File: config.mk
export PLATFORM = sky130hd
export DESIGN_NAME = ssa_addr_gen
export DESIGN_NICKNAME = d
export VERILOG_FILES = /design/src/rtl/ssa_pkg.sv /design/src/rtl/ssa_addr_gen.sv
export SDC_FILE = /design/constraint.sdc
export NUM_CORES = 1
export LEC_CHECK = 0
export BUFFER_PORTS_ARGS = -buffer_cell sky130_fd_sc_hd__buf_4
export CAP_MARGIN = 10
export CORE_AREA = 2 2 77 109
export DETAILED_ROUTE_END_ITERATION = 8
export DIE_AREA = 0 0 79 111
export GPL_ROUTABILITY_DRIVEN = 1
export GPL_TIMING_DRIVEN = 0
export PLACE_DENSITY = 0.56
export RECOVER_POWER = 25
export SLEW_MARGIN = 0
export SYNTH_ARGS = -nofsm -noshare
export SYNTH_HDL_FRONTEND = slang
export SYNTH_SLANG_ARGS = --single-unit
File: constraint.sdc
create_clock -name clock -period 1.9 [get_ports clock]
set_clock_uncertainty 0.1 [all_clocks]
set_input_delay 0.285 -clock clock [delete_from_list [all_inputs] [get_ports clock]]
set_output_delay 0.285 -clock clock [all_outputs]
set_load 0.1 [all_outputs]
File: src/rtl/ssa_pkg.sv
// Shared types, constants and codes for the stack slot allocator.
`timescale 1ns / 1ps
`default_nettype none
package ssa_pkg;

   localparam int SLOT_COUNT = 128;
   localparam int SLOT_BYTES = 65536;
   localparam int SLOT_W     = $clog2(SLOT_COUNT);
   localparam int CNT_W      = $clog2(SLOT_COUNT + 1);
   localparam int ADDR_W     = 48;
   localparam logic [ADDR_W-1:0] SLOT_BYTES_A = ADDR_W'(SLOT_BYTES);

   localparam int CSR_ADDR_W = 4;
   localparam int CSR_DATA_W = 64;
   localparam logic [CSR_ADDR_W-4:0] REG_STACK_BASE = '0;

   localparam logic [1:0] FUNC_ALLOC   = 2'd0;
   localparam logic [1:0] FUNC_BIND    = 2'd1;
   localparam logic [1:0] FUNC_RELEASE = 2'd2;
   localparam logic [1:0] FUNC_FIND    = 2'd3;

   localparam logic [1:0] ST_OK      = 2'd0;
   localparam logic [1:0] ST_FULL    = 2'd1;
   localparam logic [1:0] ST_NOMATCH = 2'd2;

   typedef struct packed {
      logic [1:0]  func;
      logic [6:0]  slot_index;
      logic [30:0] os_thread_id;
      logic [63:0] thread_handle;
   } req_type;

   typedef struct packed {
      logic [1:0]        status;
      logic [6:0]        found_slot;
      logic [ADDR_W-1:0] start_addr;
      logic [ADDR_W-1:0] end_addr;
   } rsp_type;

   typedef struct packed {
      logic [63:0] handle;
      logic [31:0] os_id;
   } entry_type;

   typedef struct packed {
      logic              en;
      logic [SLOT_W-1:0] addr;
      entry_type         data;
   } ram_wr_type;

endpackage
`default_nettype wire

File: src/rtl/ssa_addr_gen.sv
// Stack start address of a slot: base plus slot number times slot size.
`timescale 1ns / 1ps
`default_nettype none
module ssa_addr_gen
   import ssa_pkg::*;
(
   input  wire logic              clock,
   input  wire logic              load,
   input  wire logic [SLOT_W-1:0] slot,
   input  wire logic [ADDR_W-1:0] base,
   output      logic [ADDR_W-1:0] start_addr
);

   logic [ADDR_W-1:0] start_ff;
   logic [ADDR_W-1:0] start_in;

   always_comb begin
      start_in = start_ff;
      if (load) begin
         start_in = base + ADDR_W'(slot) * SLOT_BYTES_A;
      end
   end

   always_ff @(posedge clock) begin
      start_ff <= start_in;
   end

   assign start_addr = start_ff;

endmodule
`default_nettype wire

==> reports/qor.txt, run 1 <==
Yosys reg bits = 48
Worst setup margin = 0.0352 ns
DIE WIDTH = 79 um
Int Pwr = 2310 uW
Sw Pwr = 1290 uW
Post-Route Setup TNS = 0 ns
Top cell type's share of synthesized area = 63.2%
Reg clk slew, reported paths = 0.06 ns
GPL Wtd Cong = 0.733
Count leader, synth = edfxtp_1
Worst-path cell chain = buf_6 -> ha_4 -> fa_2 -> a211oi_2 -> o211ai_1 -> buf_4 -> nand4_1 -> xnor2_1
Max Cap Viol = 0
Leak pwr = 0.00139 uW
Critical Path Max Stage Delay = 0.36 ns
Synth cell count leaders = 48 x edfxtp_1, 28 x xnor2_1, 11 x nand3_1, 11 x nand4_1, 8 x nand2_1
Largest net degree at the start of global routing = 49
Endpoints failing setup = 0
Clk buf depth = 2
Post-DRT Antenna Nets = 0
Initial Util = 28.8%
RSZ-0062 raised after global routing = yes
IO Port Bufs = 104
Gate Count Post-Synth = 157
Peak VDD IR = 0.556 mV
Worst path buffer plus inverter count = 2
Sequential share of power = 36.2%
Worst Tran Pin Value = 0.611 ns
Num CTS Buffers = 5
Number of synthesized flops with an enable pin = 48
Initial DRC Count = 65
I/O Pins = 105
Final Hold Fails = 0
Final cycle utilization of the critical path = 98.1%
Final Cell Area = 3460 um2
First-pass GRT wire length = 7920 um
Synth Flop Type = edfxtp_1
Combinational Power Share = 32.8%
Fmax = 536 MHz
Switching part of the total = 35.8%
Syn Area/Cell = 14.5 um2
Final core utilization = 43.7%
Crit path max-delay family = adder cells
Routing usage on met2 = 21.9%
Share of cells above drive strength 1 = 48.2%
Final #Nets = 339
Status = finished, final reports clean
1st-pass router iterations = 4
Final Slew Violations = 0
GRT Max-Usage Layer = met2
Core Region = 7910 um2
Slowest stage cell, crit path = fa_2
Final wirelength = 5260 um
GRT overflow = 0
Residual DRC = 0
Vias per inst = 4.51
Mapped cell area = 2280 um2
Synth area leader = edfxtp_1
Arr. time, crit path = 1.81 ns
Placed Area = 3200 um2
Asr flop ratio synth = 0%
Pre-CTS WS = -0.385 ns
Antenna fix cells = 0
CP Capture Type = register
Clk pwr share = 31.0%
Yosys warns = 0
Req. time, crit path = 1.84 ns
Clk sink count = 48
CTS tree = done
Hold path cells = 1
Worst Hold Class = in -> reg
Die Height = 111 um
Worst setup SP type = input pin
Critical Path Start = base[16]
Vias in the first global route = 1687
Met1 usage = 11.8%
Synth-to-layout area growth = 51.6%
DIE AREA = 8770 um2
Seq/Total Area, Yosys = 63.2%
Grt met3 use = 3.66%
Min Clock Period, post-route = 1.86 ns
DP HPWL = 3880 um
Initial antenna violation count = 0
Hold_ws = 0.0922 ns
Pwr/cell area = 1040 nW/um2
Destination of the worst hold path = start_addr[15]
Count of cell types in the netlist = 28
CTS Hold Bufs = 0
Slew HR = 59.3%
Routed wire per std cell = 14.0 um
Vias = 1696
Setup CP Type = in -> reg
Syn_nets = 222
Total GRT Usage = 12.0%
CTS H-tree lvls = 2
Largest register FFs = 48
CTS root buffer = clkbuf_16
Number of cell rows = 39
Largest cells by area after synthesis = edfxtp_1 63%, xnor2_1 11%, ha_1 3.8%, nand4_1 3.0%, nand3_1 2.4%
HP Start = base[15]
Crit Path Max Fanout = 5
[worst max-delay path by stage]
stage          slack, ns             end  depth (start not counted)
6_report            0.04  start_addr[46]                          8
5_1_grt            -0.07  start_addr[46]                          8
4_1_cts             0.04  start_addr[46]                          8
3_5_place_dp       -0.38  start_addr[25]                          7
3_3_place_gp       -0.40  start_addr[25]                          7
2_1_floorplan       0.01  start_addr[46]                          7
[logic make-up (layout without fill, tap and decap cells)]
logic type,count (synthesis),in the layout,share of synthesized area (%)
DFF,48,48,63.2
buffers and inverters,8,125,1.81
AOI/OAI and AO/OA,16,16,4.61
adders and majority gates,8,8,4.72
and+or+nand+nor,47,47,14.1
xor gates and xnor gates,30,30,11.5
[stage by stage]
step	total power, uW	instances
after floorplan	2180	157
after global placement	2490	363
after detailed placement	2500	363
after CTS	3640	371
after global routing	3740	376
final	3610	376
[routing by layer]
layer  vias to the layer above  wire length (um)
met4                         0               114
met5                         -                 0
met1                       798              1840
met3                         6               374
li1                        834                 -
met2                        58              2930
[placed cells by master, fill, tap and decap left out, types with 2 or more instances in the layout]
master,count
inv_1,4
bufinv_16,2
a21o_1,2
nand2_1,8
buf_4,93
nor4_4,2
nand4_1,11
xnor2_1,28
and3_1,3
o211ai_1,3
nand4b_1,4
clkbuf_16,5
ha_1,5
buf_6,3
edfxtp_1,48
o21ai_0,3
nand3_1,11
a211oi_2,2
a21oi_1,4
xor2_1,2
clkbuf_4,17
[repair_timing]
| action | in CTS | in global routing |
|---|---|---|
| setup buffers | 1 | 4 |
| endpoints found under the setup margin | 10 | 15 |
| cloned | 0 | 1 |
| pin swaps | 1 | 5 |
| gates resized for setup | 1 | 9 |
[final cells by class]
class	count	area, um2
timing repair buffer	110	833
clock inverter	2	60.1
tap	102	128
buffer	4	31.3
sequential	48	1440
fill	774	4450
multi-input combinational	101	823
inverter	4	15.0
clock buffer	5	125
[power by group through the flow]
stage                     clock (uW)  sequential [uW]  combinational (uW)
after floorplan                    0             2030                 147
after global placement             0             1330                1160
after detailed placement           0             1330                1170
after CTS                       1160             1310                1170
after global routing            1190             1320                1230
final                           1120             1310                1180
Power figures use the tool's default switching activity.
==> inputs of run 2 (changes only) <==
--- a/config.mk
+++ b/config.mk
@@ -7,12 +7,12 @@
 export LEC_CHECK = 0
 export BUFFER_PORTS_ARGS = -buffer_cell sky130_fd_sc_hd__buf_4
 export CAP_MARGIN = 10
-export CORE_AREA = 2 2 77 109
+export CORE_AREA = 2 2 75 112
 export DETAILED_ROUTE_END_ITERATION = 8
-export DIE_AREA = 0 0 79 111
+export DIE_AREA = 0 0 77 114
 export GPL_ROUTABILITY_DRIVEN = 1
 export GPL_TIMING_DRIVEN = 0
-export PLACE_DENSITY = 0.56
+export PLACE_DENSITY = 0.54
 export RECOVER_POWER = 25
 export SLEW_MARGIN = 0
 export SYNTH_ARGS = -nofsm -noshare
==> constraint.sdc (replaced) <==
create_clock -name clock -period 2 [get_ports clock]
set_clock_uncertainty 0.1 [all_clocks]
set_input_delay 0.3 -clock clock [delete_from_list [all_inputs] [get_ports clock]]
set_output_delay 0.3 -clock clock [all_outputs]
set_load 0.1 [all_outputs]
==> reports/qor.txt, run 2 (synthesis results as in run 1) <==
Initial DRC Count = 110
Fmax = 525 MHz
CTS tree = done
DP HPWL = 4100 um
Pre-CTS WS = -0.337 ns
Final wirelength = 5350 um
Vias per inst = 4.53
CP Capture Type = register
Vias = 1713
Worst setup margin = 0.0964 ns
Core Region = 7910 um2
DIE WIDTH = 77 um
IO Port Bufs = 104
Crit path max-delay family = adder cells
CTS root buffer = clkbuf_16
Status = finished, final reports clean
Antenna fix cells = 0
Share of cells above drive strength 1 = 46.9%
Setup CP Type = in -> reg
Crit Path Max Fanout = 5
Peak VDD IR = 0.385 mV
Worst Tran Pin Value = 1.27 ns
Critical Path Start = slot[0]
Clk buf depth = 2
Number of cell rows = 40
RSZ-0062 raised after global routing = no
Tot Pwr = 3150 uW
First-pass GRT wire length = 8030 um
Final cycle utilization of the critical path = 95.2%
Leak pwr = 0.00135 uW
CTS Hold Bufs = 0
Pwr/cell area = 933 nW/um2
Initial antenna violation count = 0
Routed wire per std cell = 14.1 um
Slew HR = 15.5%
Vias in the first global route = 1684
Req. time, crit path = 1.93 ns
Most common cell after layout, fill and taps aside = buf_4
Hold_ws = 0.113 ns
I/O Pins = 105
Synth-to-layout area growth = 48.0%
Post-DRT Antenna Nets = 0
Worst path buffer plus inverter count = 2
Most frequent cells in the layout = 91 x buf_4, 48 x edfxtp_1, 28 x xnor2_1
Worst-path cell chain = clkbuf_4 -> ha_2 -> fa_2 -> a211oi_2 -> o211ai_1 -> buf_4 -> nand4_1 -> xnor2_1
Residual DRC = 0
Post-Route Setup TNS = 0 ns
Total GRT Usage = 12.0%
GRT overflow = 0
Critical Path Sink = start_addr[40]
GPL Wtd Cong = 0.782
Worst Hold Class = in -> reg
Final Hold Fails = 0
Arr. time, crit path = 1.83 ns
Final #Nets = 338
Slowest stage cell, crit path = fa_2
Clk sink count = 48
Num CTS Buffers = 5
Final Slew Violations = 0
Reg clk slew, reported paths = 0.06 ns
CTS H-tree lvls = 2
Min Clock Period, post-route = 1.90 ns
Number of cells on the critical path = 8
Initial Util = 28.8%
1st-pass router iterations = 4
Endpoints failing setup = 0
Max Cap Viol = 0
Worst setup SP type = input pin
Largest register FFs = 48
Die Height = 114 um
Critical Path Max Stage Delay = 0.40 ns
Largest net degree at the start of global routing = 49
DIE AREA = 8780 um2
## run 2: cell types whose count changed in the layout (fill, tap and decap cells not counted)
cell	before	now
clkbuf_2	0	1
buf_2	1	3
ha_1	5	6
buf_6	3	1
clkinv_1	0	2
bufinv_16	2	0
ha_4	1	0
buf_4	93	91
## run 2: per-stage QoR
step                      instance area, um2  std cells  utilization, %
after detailed placement                3200        366            40.5
after floorplan                         2290        157               -
after CTS                               3350        375            42.3
after global routing                    3370        378            42.7
final                                   3370        378            42.7
after global placement                  3200        366            40.5
## run 2: area by class of cell
cell class,instances,area (um2)
inverter,4,15.0
buffer,4,28.8
tap,105,131
clock buffer,5,125
timing repair buffer,109,813
clock inverter,2,7.51
multi-input combinational,101,811
fill,805,4530
sequential,48,1440
## run 2: timing repair
item                                    in CTS  in global routing
endpoints found under the setup margin       7                 22
pin swaps                                    1                  4
resized for setup                            2                  2
endpoints found under the hold margin        0                  0
setup buffers                                1                  3
cloned                                       1                  0
## run 2: power by group
part | switching (uW) | leakage, uW | internal (uW)
clock | 337 | 0.0000648 | 448
combinational | 853 | 0.000819 | 265
sequential | 24.0 | 0.000470 | 1220
total | 1210 | 0.00135 | 1930
## run 2: layer usage
layer / up-vias / global-route usage, % / part of all wire, %
li1: 834 / - / -
met1: 811 / 11.9 / 35
met2: 60 / 22.6 / 55
met3: 8 / 3.96 / 6.8
met4: 0 / 5.24 / 2.4
met5: - / 0 / 0
## run 2: how the worst min path moves through the flow
stage                        start              to  slack [ns]  cells after the start
after floorplan            base[0]   start_addr[0]        0.30                      0
after global placement    base[10]  start_addr[10]        0.38                      1
after detailed placement   base[5]   start_addr[5]        0.38                      1
after CTS                  base[9]   start_addr[9]        0.08                      1
after global routing       base[9]   start_addr[9]        0.10                      1
final                      base[5]   start_addr[5]        0.11                      1
