[config.mk]
export PLATFORM = sky130hd
export DESIGN_NAME = ssa_seq
export DESIGN_NICKNAME = d
export VERILOG_FILES = /design/src/rtl/ssa_pkg.sv /design/src/rtl/ssa_seq.sv
export SDC_FILE = /design/constraint.sdc
export NUM_CORES = 1
export LEC_CHECK = 0
export BUFFER_PORTS_ARGS = -buffer_cell sky130_fd_sc_hd__buf_2
export CORE_MARGIN = 8
export CORE_UTILIZATION = 45
export DETAILED_ROUTE_END_ITERATION = 12
export PLACE_DENSITY = 0.76
export SYNTH_ARGS = -nofsm -noshare
export SYNTH_HDL_FRONTEND = slang
export SYNTH_SLANG_ARGS = --single-unit
[constraint.sdc]
create_clock -name clock -period 7.2 [get_ports clock]
set_input_delay 0.72 -clock clock [delete_from_list [all_inputs] [get_ports clock]]
set_output_delay 0.72 -clock clock [all_outputs]
set_load 0.01 [all_outputs]
[src/rtl/ssa_pkg.sv]
// Shared types, constants and codes for the stack slot allocator.
`timescale 1ns / 1ps
`default_nettype none
package ssa_pkg;

   localparam int SLOT_COUNT = 128;
   localparam int SLOT_BYTES = 65536;
   localparam int SLOT_W     = $clog2(SLOT_COUNT);
   localparam int CNT_W      = $clog2(SLOT_COUNT + 1);
   localparam int ADDR_W     = 48;
   localparam logic [ADDR_W-1:0] SLOT_BYTES_A = ADDR_W'(SLOT_BYTES);

   localparam int CSR_ADDR_W = 4;
   localparam int CSR_DATA_W = 64;
   localparam logic [CSR_ADDR_W-4:0] REG_STACK_BASE = '0;

   localparam logic [1:0] FUNC_ALLOC   = 2'd0;
   localparam logic [1:0] FUNC_BIND    = 2'd1;
   localparam logic [1:0] FUNC_RELEASE = 2'd2;
   localparam logic [1:0] FUNC_FIND    = 2'd3;

   localparam logic [1:0] ST_OK      = 2'd0;
   localparam logic [1:0] ST_FULL    = 2'd1;
   localparam logic [1:0] ST_NOMATCH = 2'd2;

   typedef struct packed {
      logic [1:0]  func;
      logic [6:0]  slot_index;
      logic [30:0] os_thread_id;
      logic [63:0] thread_handle;
   } req_type;

   typedef struct packed {
      logic [1:0]        status;
      logic [6:0]        found_slot;
      logic [ADDR_W-1:0] start_addr;
      logic [ADDR_W-1:0] end_addr;
   } rsp_type;

   typedef struct packed {
      logic [63:0] handle;
      logic [31:0] os_id;
   } entry_type;

   typedef struct packed {
      logic              en;
      logic [SLOT_W-1:0] addr;
      entry_type         data;
   } ram_wr_type;

endpackage
`default_nettype wire

[src/rtl/ssa_seq.sv]
// Operation sequencer: slot scan, in-use bits, table updates and result register.
`timescale 1ns / 1ps
`default_nettype none
module ssa_seq
   import ssa_pkg::*;
(
   input  wire logic              clock,
   input  wire logic              reset,
   input  wire logic              req_valid,
   output      logic              req_ready,
   input  wire req_type           req,
   output      logic              rsp_valid,
   input  wire logic              rsp_ready,
   output      rsp_type           rsp,
   output      ram_wr_type        ram_wr,
   output      logic              rd_en,
   output      logic [SLOT_W-1:0] rd_addr,
   input  wire entry_type         rd_data,
   output      logic              addr_load,
   output      logic [SLOT_W-1:0] addr_slot,
   input  wire logic [ADDR_W-1:0] start_addr
);

   localparam logic [1:0] S_IDLE   = 2'd0;
   localparam logic [1:0] S_SCAN   = 2'd1;
   localparam logic [1:0] S_RESULT = 2'd2;

   logic [1:0]            state_ff, state_in;
   logic [SLOT_COUNT-1:0] in_use_ff, in_use_in;
   logic [CNT_W-1:0]      cnt_ff, cnt_in;
   logic                  chk_valid_ff, chk_valid_in;
   logic [SLOT_W-1:0]     chk_idx_ff, chk_idx_in;
   logic                  rsp_valid_ff, rsp_valid_in;
   rsp_type               rsp_ff, rsp_in;
   logic [1:0]            func_ff, func_in;
   logic [30:0]           osid_ff, osid_in;
   logic [63:0]           handle_ff, handle_in;
   logic [SLOT_W-1:0]     slot_ff, slot_in;
   logic                  ok_ff, ok_in;
   logic [1:0]            status_ff, status_in;

   logic accept;
   logic hit;
   logic last;
   logic bind_ok;
   logic rsp_free;

   assign accept    = req_valid && req_ready;
   assign req_ready = (state_ff == S_IDLE);
   assign bind_ok   = (32'(req.slot_index) < 32'(SLOT_COUNT));
   assign last      = (chk_idx_ff == SLOT_W'(SLOT_COUNT - 1));
   assign rsp_free  = !rsp_valid_ff || rsp_ready;

   // The table read for scan position cnt comes back in the next cycle and is
   // checked against the in-use bit of the same slot.
   assign rd_en   = (state_ff == S_SCAN) && (cnt_ff < CNT_W'(SLOT_COUNT));
   assign rd_addr = cnt_ff[SLOT_W-1:0];

   always_comb begin
      hit = 1'b0;
      case (func_ff)
         FUNC_ALLOC: begin
            hit = !in_use_ff[chk_idx_ff];
         end
         FUNC_RELEASE: begin
            hit = in_use_ff[chk_idx_ff] && (rd_data.handle == handle_ff);
         end
         FUNC_FIND: begin
            hit = in_use_ff[chk_idx_ff] && (rd_data.os_id == {1'b0, osid_ff});
         end
         default: begin
            hit = 1'b0;
         end
      endcase
   end

   always_comb begin
      state_in     = state_ff;
      in_use_in    = in_use_ff;
      cnt_in       = cnt_ff;
      chk_valid_in = 1'b0;
      chk_idx_in   = chk_idx_ff;
      func_in      = func_ff;
      osid_in      = osid_ff;
      handle_in    = handle_ff;
      slot_in      = slot_ff;
      ok_in        = ok_ff;
      status_in    = status_ff;
      rsp_in       = rsp_ff;
      rsp_valid_in = rsp_valid_ff && !rsp_ready;
      ram_wr       = '0;
      addr_load    = 1'b0;
      addr_slot    = slot_ff;

      case (state_ff)
         S_IDLE: begin
            if (accept) begin
               func_in   = req.func;
               osid_in   = req.os_thread_id;
               handle_in = req.thread_handle;
               cnt_in    = '0;
               if (req.func == FUNC_BIND) begin
                  state_in  = S_RESULT;
                  ok_in     = bind_ok;
                  status_in = bind_ok ? ST_OK : ST_NOMATCH;
                  slot_in   = SLOT_W'(req.slot_index);
                  addr_load = 1'b1;
                  addr_slot = SLOT_W'(req.slot_index);
                  if (bind_ok) begin
                     ram_wr.en          = 1'b1;
                     ram_wr.addr        = SLOT_W'(req.slot_index);
                     ram_wr.data.handle = req.thread_handle;
                     ram_wr.data.os_id  = {1'b0, req.os_thread_id};
                  end
               end else begin
                  state_in = S_SCAN;
               end
            end
         end
         S_SCAN: begin
            if (rd_en) begin
               cnt_in       = cnt_ff + CNT_W'(1);
               chk_valid_in = 1'b1;
               chk_idx_in   = rd_addr;
            end
            if (chk_valid_ff) begin
               if (hit) begin
                  state_in     = S_RESULT;
                  chk_valid_in = 1'b0;
                  ok_in        = 1'b1;
                  status_in    = ST_OK;
                  slot_in      = chk_idx_ff;
                  addr_load    = 1'b1;
                  addr_slot    = chk_idx_ff;
                  if (func_ff == FUNC_ALLOC) begin
                     in_use_in[chk_idx_ff] = 1'b1;
                     ram_wr.en             = 1'b1;
                     ram_wr.addr           = chk_idx_ff;
                     ram_wr.data.handle    = '1;
                     ram_wr.data.os_id     = '1;
                  end else if (func_ff == FUNC_RELEASE) begin
                     in_use_in[chk_idx_ff] = 1'b0;
                     ram_wr.en             = 1'b1;
                     ram_wr.addr           = chk_idx_ff;
                     ram_wr.data           = '0;
                  end
               end else if (last) begin
                  state_in     = S_RESULT;
                  chk_valid_in = 1'b0;
                  ok_in        = 1'b0;
                  status_in    = (func_ff == FUNC_ALLOC) ? ST_FULL : ST_NOMATCH;
               end
            end
         end
         S_RESULT: begin
            if (rsp_free) begin
               state_in     = S_IDLE;
               rsp_valid_in = 1'b1;
               if (ok_ff) begin
                  rsp_in.status     = ST_OK;
                  rsp_in.found_slot = 7'(slot_ff);
                  rsp_in.start_addr = start_addr;
                  rsp_in.end_addr   = start_addr + SLOT_BYTES_A;
               end else begin
                  rsp_in.status     = status_ff;
                  rsp_in.found_slot = '0;
                  rsp_in.start_addr = '0;
                  rsp_in.end_addr   = '0;
               end
            end
         end
         default: begin
            state_in = S_IDLE;
         end
      endcase
   end

   always_ff @(posedge clock) begin
      if (reset) begin
         state_ff     <= S_IDLE;
         in_use_ff    <= '0;
         chk_valid_ff <= 1'b0;
         rsp_valid_ff <= 1'b0;
      end else begin
         state_ff     <= state_in;
         in_use_ff    <= in_use_in;
         chk_valid_ff <= chk_valid_in;
         rsp_valid_ff <= rsp_valid_in;
      end
   end

   always_ff @(posedge clock) begin
      cnt_ff     <= cnt_in;
      chk_idx_ff <= chk_idx_in;
      func_ff    <= func_in;
      osid_ff    <= osid_in;
      handle_ff  <= handle_in;
      slot_ff    <= slot_in;
      ok_ff      <= ok_in;
      status_ff  <= status_in;
      rsp_ff     <= rsp_in;
   end

   assign rsp_valid = rsp_valid_ff;
   assign rsp       = rsp_ff;

endmodule
`default_nettype wire

==> flow_summary.yaml <==
routing:
  vias_per_cell: 5.68
  vias: 14100
  wire_per_inst_um: 24.6
  firstDrtPassIters: 6
  drc: 0
  wl_um: 61100
  first_iter_violations: 1508
  ant_nets: 0
power:
  leakagePower_uw: 0.00864
  ir_worst_vdd_uv: 148
  p_per_area_mw_per_mm2: 239
sta:
  tns_ps: 0
  max_slew_margin: 0.212
  slew_violations: 0
  whs_ps: 348
  worst_pin_slew_ps: 1180
  clock.fmax_mhz: 194
  hold_viol_final: 0
  min_period_ps: 5160
  rsz0062_at_grt: "false"
  fin_crit_sh: 0.717
  skew_ps: 18.7
  setup_viol: 0
global_route:
  gr-max-usage-layer: "met2"
  grt_pass1_wl_um: 89700
  grt_pass1_vias: 13800
  grt_max_degree: 140
  gr-usage-met3: 0.0587
  met2_usage: 0.407
  antenna_found_initial: 23
  gr-usage-met1: 0.328
  track_usage: 0.253
  grt_overflow_total: 0
die:
  fp-row-count: 72
  initial_core_util: 0.457
  pin_count: 479
  die_w_um: 214
  core_sq_mm: 0.0386
  die_h_um: 214
  die-area_sq_mm: 0.0458
worst_setup_path:
  endpoint_kind: "primary output"
  slowest_stage: "nor2b_2"
  rr_startpoint: "chk_idx_ff[1]"
  path_max_fanout: 139
  path_cells: "nor2b_2 -> a22oi_1 -> a311oi_1 -> nand4_1 -> nand4_2 -> mux2i_4 -> buf_12 -> nor2_2 -> a32o_1 -> buf_2"
  setup.worst_path.start: "chk_idx_ff[1]"
  cp_top_family: "simple AND/OR/NAND/NOR gates"
  critPathKind: "reg2out"
  start_kind: "flip-flop"
  cpPeakStageDelay_ps: 690
  path_buf_inv: 2
  worstPathRequired_ps: 6480
  cp.arrival_ps: 4440
synth:
  synth-seq-cells: 343
  synth.distinct_cells: 52
  avgSynthCellArea_sq_um: 11.5
  yosysSeqAreaShare: 0.505
  netlist_instances: 1528
  synthArstFlopShare: 0
  synth_area_sq_mm: 0.0176
  synthFlopType: "edfxtp_1"
  syn_nets: 1782
  yosysWarnings: 0
  synth_edf_count: 204
hold_path:
  hold_start: "req[8]"
  min_path_type: "in2reg"
cells_and_area:
  drive_above_1_share: 0.354
  syn_to_final_growth_pct: 21.8
  finalNetCount: 2173
  fin_cells: 2482
cts:
  cts_inserted_buffers: 41
  cts_max_path_buffers: 3
  root_buffer: "clkbuf_16"
  cts_setup_buffers: 0
  cts_max_level: 2
  clk_latency_ps: 570
  hold_buffers: 0
  cts_num_sinks: 343
  cts_resized: 0
  clk_pin_slew_worst_paths_ps: 60
  tritoncts: "done"
outcome:
  status: "completed"
placement:
  gp_congestion: 0.944
  place_hpwl_um: 44600
  dp_cells: 2394
  io_buffers: 478
run:
  drv_cap: 0
[logic make-up (layout without fill, tap and decap cells)]
family,after synthesis,in the layout,synth area share
AO/OA/AOI/OAI,166,166,0.0699
buffers and inverters,155,575,0.0455
AND/OR/NAND/NOR,541,541,0.204
flip-flops,343,343,0.505
multiplexers,193,193,0.111
adder cells (fa/ha/maj),2,2,0.00142
other,0,16,0
XOR/XNOR,128,128,0.0635
[where the power goes]
part	internal, uW	switching (uW)
clock	1230	846
combinational	267	485
sequential	2230	86.7
total	3730	1420
[worst paths after layout]
path | to | slack [ps] | cells after the start
max | ram_wr[98] | 2040 | 10
min | handle_ff[8] | 350 | 1
max reg2reg | chk_valid_ff | 3290 | 9
min reg2reg | flip-flop | 450 | 2
[through the flow]
stage | util | worst slack (ps) | cell area (sq um) | power [uW]
2_1_floorplan | - | 2190 | 17600 | 2800
6_report | 0.556 | 2040 | 21500 | 5140
3_3_place_gp | 0.521 | 2460 | 20100 | 3090
3_5_place_dp | 0.521 | 2360 | 20100 | 3100
4_1_cts | 0.555 | 2090 | 21500 | 5160
5_1_grt | 0.556 | 1790 | 21500 | 5310
[cells in the final DEF, fill, tap and decap left out, types with 9 or more instances in the layout]
cell       netlist  final
xor2_1          49     49
nand2b_1        10      9
buf_4           30     14
and3_1          12     12
a21o_1          95     95
nor4_2         110    110
nor4_1          30     30
clkbuf_16        0     41
clkinv_2         0     13
and2_1          86     86
nand2_1        167    165
a22oi_1         30     30
nand4_1         25     25
nor2b_1         11      9
edfxtp_1       204    204
buf_2            9    478
diode_2          0     16
nor2_1          28     25
mux2i_1        189    189
nand3_1         32     32
xnor2_1         79     79
dfxtp_1        139    139
[synth_stat cells (3+ instances only)]
library cell,count,area [sq um]
edfxtp_1,204,6130
mux2i_1,189,1890
nand2_1,167,627
dfxtp_1,139,2780
nor4_2,110,1380
a21o_1,95,713
and2_1,86,538
clkbuf_1,84,315
xnor2_1,79,692
xor2_1,49,429
nand3_1,32,160
a22oi_1,30,225
buf_4,30,225
nor4_1,30,188
nor2_1,28,105
nand4_1,25,156
buf_6,13,146
and3_1,12,75.1
nor2b_1,11,68.8
buf_1,10,37.5
nand2b_1,10,62.6
buf_2,9,45.0
inv_1,9,33.8
a21oi_1,8,40.0
nand4b_1,8,70.1
o211ai_1,7,52.6
a32o_1,6,60.1
nor3_1,5,25.0
o21ai_0,5,25.0
a31oi_1,4,25.0
or3_1,4,25.0
a21boi_0,3,22.5
nor3b_1,3,22.5
[layer usage]
metal | routed length [um] | up-vias
li1 | - | 6355
met1 | 25200 | 6930
met2 | 28500 | 683
met3 | 5080 | 121
met4 | 2350 | 4
met5 | 27 | -
[final cells by class]
| class | instances | area [sq um] |
|---|---|---|
| repair buffers | 494 | 2540 |
| well taps | 518 | 648 |
| diodes | 16 | 40.0 |
| clock inverters | 25 | 241 |
| clock buffers | 47 | 1090 |
| fillers | 3257 | 17200 |
| flip-flops and latches | 343 | 8910 |
| inverters | 9 | 36.3 |
| multi-input cells | 1030 | 7990 |
Power figures use the tool's default switching activity.
